[src/sv/cfpr_pkg.sv]
`default_nettype none

package cfpr_pkg;

	// Frame bytes and limits
	localparam logic [7:0] SYNC_FIRST      = 8'hAA;
	localparam logic [7:0] SYNC_SECOND     = 8'hAF;
	localparam logic [7:0] FUNC_BOUND      = 8'hF1;
	localparam logic [7:0] FUNC_READ       = 8'h02;
	localparam logic [7:0] READ_SELECT     = 8'h01;
	localparam logic [7:0] FUNC_GROUP_LOW  = 8'h10;
	localparam logic [7:0] FUNC_GROUP_HIGH = 8'h15;
	localparam logic [7:0] LIMIT_RESET     = 8'd50;

	// Parser phase
	typedef enum logic [2:0] {
		PH_IDLE  = 3'd0,
		PH_SYNC1 = 3'd1,
		PH_SYNC2 = 3'd2,
		PH_FUNC  = 3'd3,
		PH_DATA  = 3'd4,
		PH_SUM   = 3'd5
	} phase_t;

	// Result kind
	typedef enum logic [1:0] {
		EV_NONE    = 2'd0,
		EV_PAYLOAD = 2'd1,
		EV_GOOD    = 2'd2,
		EV_SUM_ERR = 2'd3
	} event_t;

	// One result
	typedef struct packed {
		event_t     event_res;
		logic [7:0] function_code;
		logic [7:0] payload_byte;
		logic [7:0] payload_index;
		logic [7:0] frame_sum;
		logic [2:0] group_write;
		logic       read_request;
	} result_t;

endpackage

`default_nettype wire

[src/sv/command_frame_receive_parser_top.sv]
// A result appears on the master side in the cycle after its byte is accepted.
// Throughput: one byte per cycle while the master side takes results; every byte yields exactly one result.
// The result register frees itself when the master side takes it, so a byte can be
// accepted in the same cycle that the previous result leaves.
// Reset (arst_n low, asynchronous): parser idle, all frame state zero, length limit 50,
// no result pending.
`default_nettype none

module command_frame_receive_parser_top
	import cfpr_pkg::*;
(
	input  wire logic        clk,
	input  wire logic        arst_n,
	input  wire logic        s_tvalid,
	output logic             s_tready,
	input  wire logic [7:0]  s_tdata,   // [7:0] rx_byte
	output logic             m_tvalid,
	input  wire logic        m_tready,
	output logic [39:0]      m_tdata,   // [7:0] function_code, [15:8] payload_byte,
	                                    // [23:16] payload_index, [31:24] frame_sum,
	                                    // [34:32] group_write, [35] read_request, rest zero
	output logic [1:0]       m_tuser,   // [1:0] event_res
	input  wire logic        cfg_we,
	input  wire logic [7:0]  cfg_wdata  // [7:0] length_limit
);

	logic    s_accept;
	result_t result;
	result_t result_q;
	logic    valid_q;

	// Take a request whenever the result register is empty or draining
	assign s_tready = !valid_q || m_tready;
	assign s_accept = s_tvalid && s_tready;

	cfpr_core u_core (
		.clk       (clk),
		.arst_n    (arst_n),
		.step      (s_accept),
		.rx_byte   (s_tdata),
		.cfg_we    (cfg_we),
		.cfg_wdata (cfg_wdata),
		.result    (result)
	);

	// Result valid flag
	always_ff @(posedge clk or negedge arst_n) begin
		if (!arst_n) begin
			valid_q <= 1'b0;
		end else if (s_tready) begin
			valid_q <= s_tvalid;
		end
	end

	// Result payload
	always_ff @(posedge clk) begin
		if (s_accept) begin
			result_q <= result;
		end
	end

	assign m_tvalid = valid_q;
	assign m_tuser  = result_q.event_res;
	assign m_tdata  = {4'b0000, result_q.read_request, result_q.group_write,
		result_q.frame_sum, result_q.payload_index, result_q.payload_byte,
		result_q.function_code};

	// An accepted byte always yields a result next cycle
	assert property (@(posedge clk) disable iff (!arst_n) s_accept |=> m_tvalid)
		else $error("accepted byte gave no result");

	// Group write and read request only on a good frame
	assert property (@(posedge clk) disable iff (!arst_n)
		(m_tvalid && (m_tdata[35:32] != 4'b0000)) |-> (m_tuser == EV_GOOD))
		else $error("classification outside good frame");

	// A read request always carries the read function
	assert property (@(posedge clk) disable iff (!arst_n)
		(m_tvalid && m_tdata[35]) |-> (m_tdata[7:0] == FUNC_READ && m_tdata[34:32] == 3'd0))
		else $error("read request with wrong function");

	// An empty result carries all-zero fields
	assert property (@(posedge clk) disable iff (!arst_n)
		(m_tvalid && m_tuser == EV_NONE) |-> (m_tdata == 40'd0))
		else $error("nonzero fields on empty result");

endmodule

`default_nettype wire

[src/sv/cfpr_core.sv]
`default_nettype none

module cfpr_core
	import cfpr_pkg::*;
(
	input  wire logic       clk,
	input  wire logic       arst_n,
	input  wire logic       step,
	input  wire logic [7:0] rx_byte,
	input  wire logic       cfg_we,
	input  wire logic [7:0] cfg_wdata,
	output result_t         result
);

	phase_t     phase_q, phase_d;
	logic [7:0] left_q, left_d;
	logic [7:0] taken_q, taken_d;
	logic [7:0] sum_q, sum_d;
	logic [7:0] func_q, func_d;
	logic [7:0] first_q, first_d;
	logic [7:0] limit_q;
	logic [7:0] sum_next;
	logic [7:0] group_off;

	assign sum_next  = sum_q + rx_byte;
	assign group_off = func_q - FUNC_GROUP_LOW + 8'd1;

	// Next state and result for the byte on the input
	always_comb begin
		phase_d = PH_IDLE;
		left_d  = left_q;
		taken_d = taken_q;
		sum_d   = sum_q;
		func_d  = func_q;
		first_d = first_q;
		result  = '0;
		if (phase_q == PH_IDLE && rx_byte == SYNC_FIRST) begin
			phase_d = PH_SYNC1;
			sum_d   = rx_byte;
		end else if (phase_q == PH_SYNC1 && rx_byte == SYNC_SECOND) begin
			phase_d = PH_SYNC2;
			sum_d   = sum_next;
		end else if (phase_q == PH_SYNC2 && rx_byte < FUNC_BOUND) begin
			phase_d = PH_FUNC;
			func_d  = rx_byte;
			sum_d   = sum_next;
		end else if (phase_q == PH_FUNC && rx_byte < limit_q) begin
			phase_d = PH_DATA;
			left_d  = rx_byte;
			taken_d = 8'd0;
			sum_d   = sum_next;
		end else if (phase_q == PH_DATA && left_q != 8'd0) begin
			if (taken_q == 8'd0) begin
				first_d = rx_byte;
			end
			result.event_res     = EV_PAYLOAD;
			result.function_code = func_q;
			result.payload_byte  = rx_byte;
			result.payload_index = taken_q;
			taken_d = taken_q + 8'd1;
			left_d  = left_q - 8'd1;
			sum_d   = sum_next;
			phase_d = (left_q == 8'd1) ? PH_SUM : PH_DATA;
		end else if (phase_q == PH_SUM) begin
			result.function_code = func_q;
			result.frame_sum     = sum_q;
			if (rx_byte == sum_q) begin
				result.event_res = EV_GOOD;
				if (func_q inside {[FUNC_GROUP_LOW:FUNC_GROUP_HIGH]}) begin
					result.group_write = group_off[2:0];
				end
				result.read_request = (func_q == FUNC_READ) && (first_q == READ_SELECT);
			end else begin
				result.event_res = EV_SUM_ERR;
			end
		end
	end

	// Hold parser state, advance on each accepted byte
	always_ff @(posedge clk or negedge arst_n) begin
		if (!arst_n) begin
			phase_q <= PH_IDLE;
			left_q  <= 8'd0;
			taken_q <= 8'd0;
			sum_q   <= 8'd0;
			func_q  <= 8'd0;
			first_q <= 8'd0;
		end else if (step) begin
			phase_q <= phase_d;
			left_q  <= left_d;
			taken_q <= taken_d;
			sum_q   <= sum_d;
			func_q  <= func_d;
			first_q <= first_d;
		end
	end

	// Length limit register
	always_ff @(posedge clk or negedge arst_n) begin
		if (!arst_n) begin
			limit_q <= LIMIT_RESET;
		end else if (cfg_we) begin
			limit_q <= cfg_wdata;
		end
	end

endmodule

`default_nettype wire
[config.mk]
export PLATFORM = sky130hd
export DESIGN_NAME = command_frame_receive_parser_top
export DESIGN_NICKNAME = d
export VERILOG_FILES = /design/src/sv/cfpr_pkg.sv /design/src/sv/command_frame_receive_parser_top.sv /design/src/sv/cfpr_core.sv
export SDC_FILE = /design/constraint.sdc
export NUM_CORES = 1
export LEC_CHECK = 0
export BUFFER_PORTS_ARGS = -buffer_cell sky130_fd_sc_hd__buf_4
export CAP_MARGIN = 20
export CORE_ASPECT_RATIO = 0.75
export CORE_MARGIN = 5
export CORE_UTILIZATION = 50
export DETAILED_ROUTE_END_ITERATION = 16
export PLACE_DENSITY = 0.73
export SLEW_MARGIN = 20
export SYNTH_ARGS = -nofsm -noshare
export SYNTH_HDL_FRONTEND = slang
export SYNTH_HIERARCHICAL = 1
export SYNTH_SLANG_ARGS = --single-unit
[constraint.sdc]
create_clock -name clk -period 6.1 [get_ports clk]
set_clock_uncertainty 0.15 [all_clocks]
set_input_delay 0.305 -clock clk [delete_from_list [all_inputs] [get_ports clk]]
set_output_delay 0.305 -clock clk [all_outputs]
set_load 0.05 [all_outputs]
==> tab_implementation.tex <==
\begin{tabular}{lr}
\hline
Metric & Value \\
\hline
\multicolumn{2}{l}{\textbf{Worst setup path}} \\
\quad Category of the worst setup path launch point & flop \\
\quad Critical path type & reg -> reg \\
\quad Critical path endpoint category & flop \\
\quad Cell type of the slowest stage on the worst timing path & sky130\_fd\_sc\_hd\_\_a211oi\_4 \\
\quad Maximum fanout count along the critical path & 19 \\
\quad Crit path DAT & 2.92 ns \\
\quad CP required & 6.16 ns \\
\quad CP max stage delay & 0.66 ns \\
\quad Crit-path cells & inv\_1, ha\_1, nor3b\_2, a211oi\_4, inv\_2, a31oi\_2, nor3b\_1, a211oi\_1 \\
\multicolumn{2}{l}{\textbf{Pwr}} \\
\quad Combinational fraction of design power & 0.296 \\
\quad Sw frac & 0.345 \\
\quad Peak VDD IR & 0.000230 V \\
\quad Register share of total power & 0.435 \\
\quad Clock group share of total power & 0.269 \\
\quad Reported leakage power & 0.00227 uW \\
\quad Int Power & 1310 uW \\
\quad Total Power Consumption & 1990 uW \\
\quad Reported net switching power & 687 uW \\
\quad Pwr dens & 378 nW/um\^{}2 \\
\multicolumn{2}{l}{\textbf{STA}} \\
\quad Fin worst setup slack & 3.25 ns \\
\quad Total of endpoints with negative setup slack in the final report & 0 \\
\quad Max Slew Vio Count & 0 \\
\quad Worst hold-check slack & 0.0124 ns \\
\quad Setup TNS & 0 ns \\
\quad Worst relative slew slack & 0.513 \\
\quad Final worst path period share & 0.467 \\
\quad Hold violation total from the final report & 0 \\
\quad Worst Max-Slew Pin Slew & 0.724 ns \\
\quad Unrepaired setup endpoints after global routing & false \\
\quad Final min period & 2.85 ns \\
\quad Max Clock Freq & 351 MHz \\
\multicolumn{2}{l}{\textbf{Synthesis}} \\
\quad Post-Syn Area & 4460 um\^{}2 \\
\quad Number of synthesis warnings & 6 \\
\quad Sequential cell area fraction in the yosys report & 0.549 \\
\quad Cell type with the highest aggregate area in the netlist & sky130\_fd\_sc\_hd\_\_dfrtp\_1 \\
\quad Synth area leaders & sky130\_fd\_sc\_hd\_\_dfrtp\_1 (27\%), sky130\_fd\_sc\_hd\_\_edfxtp\_1 (26\%), sky130\_fd\_sc\_hd\_\_ha\_1 (6.5\%), sky130\_fd\_sc\_hd\_\_mux2\_2 (3.5\%), sky130\_fd\_sc\_hd\_\_o21ai\_0 (2.7\%) \\
\quad Most instantiated flip-flop cell in the synthesis netlist & sky130\_fd\_sc\_hd\_\_dfrtp\_1 \\
\quad Number of flip-flops and latches in the synthesized netlist & 90 \\
\quad Cell with the most instances after synthesis & sky130\_fd\_sc\_hd\_\_dfrtp\_1 \\
\quad Distinct cells, synth & 61 \\
\quad Number of enable-type register cells in the synthesized netlist & 38 \\
\quad Ranking of synthesized cells by instance count & sky130\_fd\_sc\_hd\_\_dfrtp\_1 (49), sky130\_fd\_sc\_hd\_\_edfxtp\_1 (38), sky130\_fd\_sc\_hd\_\_nand2\_1 (31), sky130\_fd\_sc\_hd\_\_nor2\_1 (29), sky130\_fd\_sc\_hd\_\_inv\_1 (28) \\
\quad Mean instance size in the synthesized netlist & 11.1 um\^{}2 \\
\quad Share of Yosys cell area claimed by the top area cell type & 0.275 \\
\quad Async S/R FF share, synth & 0.578 \\
\quad Synthesized netlist cell count & 401 \\
\multicolumn{2}{l}{\textbf{Drt}} \\
\quad Number of vias in the routed layout & 3189 \\
\quad Vias per cell & 5.56 \\
\quad DR DRC count & 0 \\
\quad Wire per inst & 16.6 um \\
\quad Number of optimization iterations in the first detailed-route pass & 4 \\
\quad Initial detailed-routing violation count & 255 \\
\quad DRT antenna net count & 0 \\
\quad Final wirelength & 9.54 mm \\
\multicolumn{2}{l}{\textbf{CTS}} \\
\quad Later-pin clock latency in the skew report & 0.35 ns \\
\quad Clock buffer count from CTS & 9 \\
\quad TritonCTS clock tree & yes \\
\quad Buffer depth of the longest clock path & 2 \\
\quad Post-CTS Repair Setup Buffers & 0 \\
\quad CTS HTree Levels & 3 \\
\quad Clock-pin slew on the worst setup and hold paths & 0.07 ns \\
\quad Total number of clock tree sinks & 90 \\
\quad CTS Root Cell & sky130\_fd\_sc\_hd\_\_clkbuf\_16 \\
\multicolumn{2}{l}{\textbf{Global routing}} \\
\quad Met3 Resource Use GR & 0.0547 \\
\quad Met2 routing resource usage after global routing & 0.291 \\
\quad Most congested layer reported by global routing & met2 \\
\quad Via count of the first global-routing pass & 3238 \\
\quad Overflow left after global routing & 0 \\
\quad Wire length of the first global-routing pass & 15.9 mm \\
\quad M1 GR Usage & 0.240 \\
\quad Number of antenna violations at the first check in global routing & 0 \\
\quad Overall global routing resource usage & 0.182 \\
\quad Pin count of the biggest net entering global routing & 53 \\
\multicolumn{2}{l}{\textbf{Layout}} \\
\quad \# nets final & 506 \\
\quad Area Overhead vs Synth & 18.3\% \\
\quad Final core occ & 0.616 \\
\quad Fraction of layout cells with a size suffix above 1 & 0.221 \\
\quad Diodes inserted & 0 \\
\multicolumn{2}{l}{\textbf{Job}} \\
\quad Number of max-cap violations & 0 \\
\multicolumn{2}{l}{\textbf{Die}} \\
\quad Die Span Y & 91.8 um \\
\quad Initial cell density of the core & 0.521 \\
\quad Standard-cell rows & 29 \\
\quad Total Die Area & 10900 um\^{}2 \\
\quad Placeable Area & 8560 um\^{}2 \\
\quad Die extent in x & 119 um \\
\quad Number of I/O pins & 65 \\
\multicolumn{2}{l}{\textbf{Placement}} \\
\quad Final weighted congestion of routability-driven global placement & 0.829 \\
\quad Worst slack at placement & 3.18 ns \\
\quad Number of buffers inserted by port buffering & 60 \\
\quad DPL Wire Length & 6.61 mm \\
\multicolumn{2}{l}{\textbf{Status}} \\
\quad Run status & finished, final reports clean \\
\multicolumn{2}{l}{\textbf{Min path}} \\
\quad Hold/Removal Path Class & in -> reg \\
\hline
\end{tabular}
[power groups by stage]
| stage | combinational [uW] | sequential (uW) | clock, uW |
|---|---|---|---|
| after floorplan | 400 | 900 | 0 |
| after global placement | 563 | 867 | 0 |
| after detailed placement | 582 | 875 | 0 |
| after CTS | 587 | 865 | 542 |
| after global routing | 661 | 886 | 568 |
| final | 590 | 868 | 536 |
[final cells by class]
type	instances	area, um^2
well taps	108	135
clock inverters	4	31.3
fillers	714	3290
repair buffers	61	460
clock buffers	12	258
inverters	29	109
flip-flops and latches	90	2450
multi-input cells	270	1840
[cells in the final DEF, fill, tap and decap left out, drive strengths merged, types with 10 or more instances in the layout]
master and instances:
a21oi 19, buf 60, o21ai 26, edfxtp 38
inv 31, nor3 14, dfrtp 49, and2 20
ha 23, nor2 30, nand2 31, mux2 14
nand3 10, clkbuf 12
[through the flow]
stage | cell area, um^2 | std cells
2_1_floorplan | 4470 | 404
3_3_place_gp | 4970 | 557
3_5_place_dp | 4970 | 557
4_1_cts | 5270 | 574
5_1_grt | 5280 | 574
6_report | 5280 | 574
[state kept, by name (all words and copies together) (netlist names), 3 cells and up]
name,cells
m_tdata,36
u_core/first_q,8
u_core/func_q,8
u_core/left_q,8
u_core/limit_q,8
u_core/sum_q,8
u_core/taken_q,8
u_core/phase_q,3
[logic make-up after synthesis]
group                      share of synthesized area
DFF                                            0.549
muxes                                         0.0354
and+or+nand+nor                                0.178
AOI/OAI and AO/OA                              0.113
xor gates and xnor gates                      0.0118
buffers and inverters                         0.0438
other                                       0.000841
adders and majority gates                     0.0690
[what timing repair did]
action,CTS,global route
hold buffers,1,0
endpoints found under the hold margin,49,0
gates resized for setup,0,0
[final timing paths]
check / startpoint / endpoint / slack, ns / cells after the start
worst max-delay path: u_core/left_q[0] / u_core/sum_q[7] / 3.25 / 8
worst min-delay path: s_tvalid / m_tvalid / 0.01 / 2
worst max register to register: u_core/left_q[0] / u_core/sum_q[7] / 3.25 / 8
worst min register to register: u_core/first_q[0] / u_core/first_q[0] / 0.36 / 1
max in group asynchronous: arst_n / u_core/func_q[7] / 4.96 / 2
min in group asynchronous: arst_n / u_core/sum_q[6] / 0.39 / 2
[layer usage]
layer | routed length (um) | share of wire | vias to the layer above
li1 | - | - | 1543
met1 | 4270 | 0.45 | 1513
met2 | 4410 | 0.46 | 118
met3 | 706 | 0.074 | 15
met4 | 153 | 0.016 | 0
met5 | 0 | 0 | -
[critical path: cells and delay by family (launching register included)]
| kind | cells | cell delay [ns] |
|---|---|---|
| flip-flops | 1 | 0.40 |
| adder cells (fa/ha/maj) | 1 | 0.21 |
| AO/OA/AOI/OAI | 3 | 1.17 |
| AND/OR/NAND/NOR | 2 | 0.45 |
| buffers and inverters | 2 | 0.32 |
(Power assumes the default switching activity.)
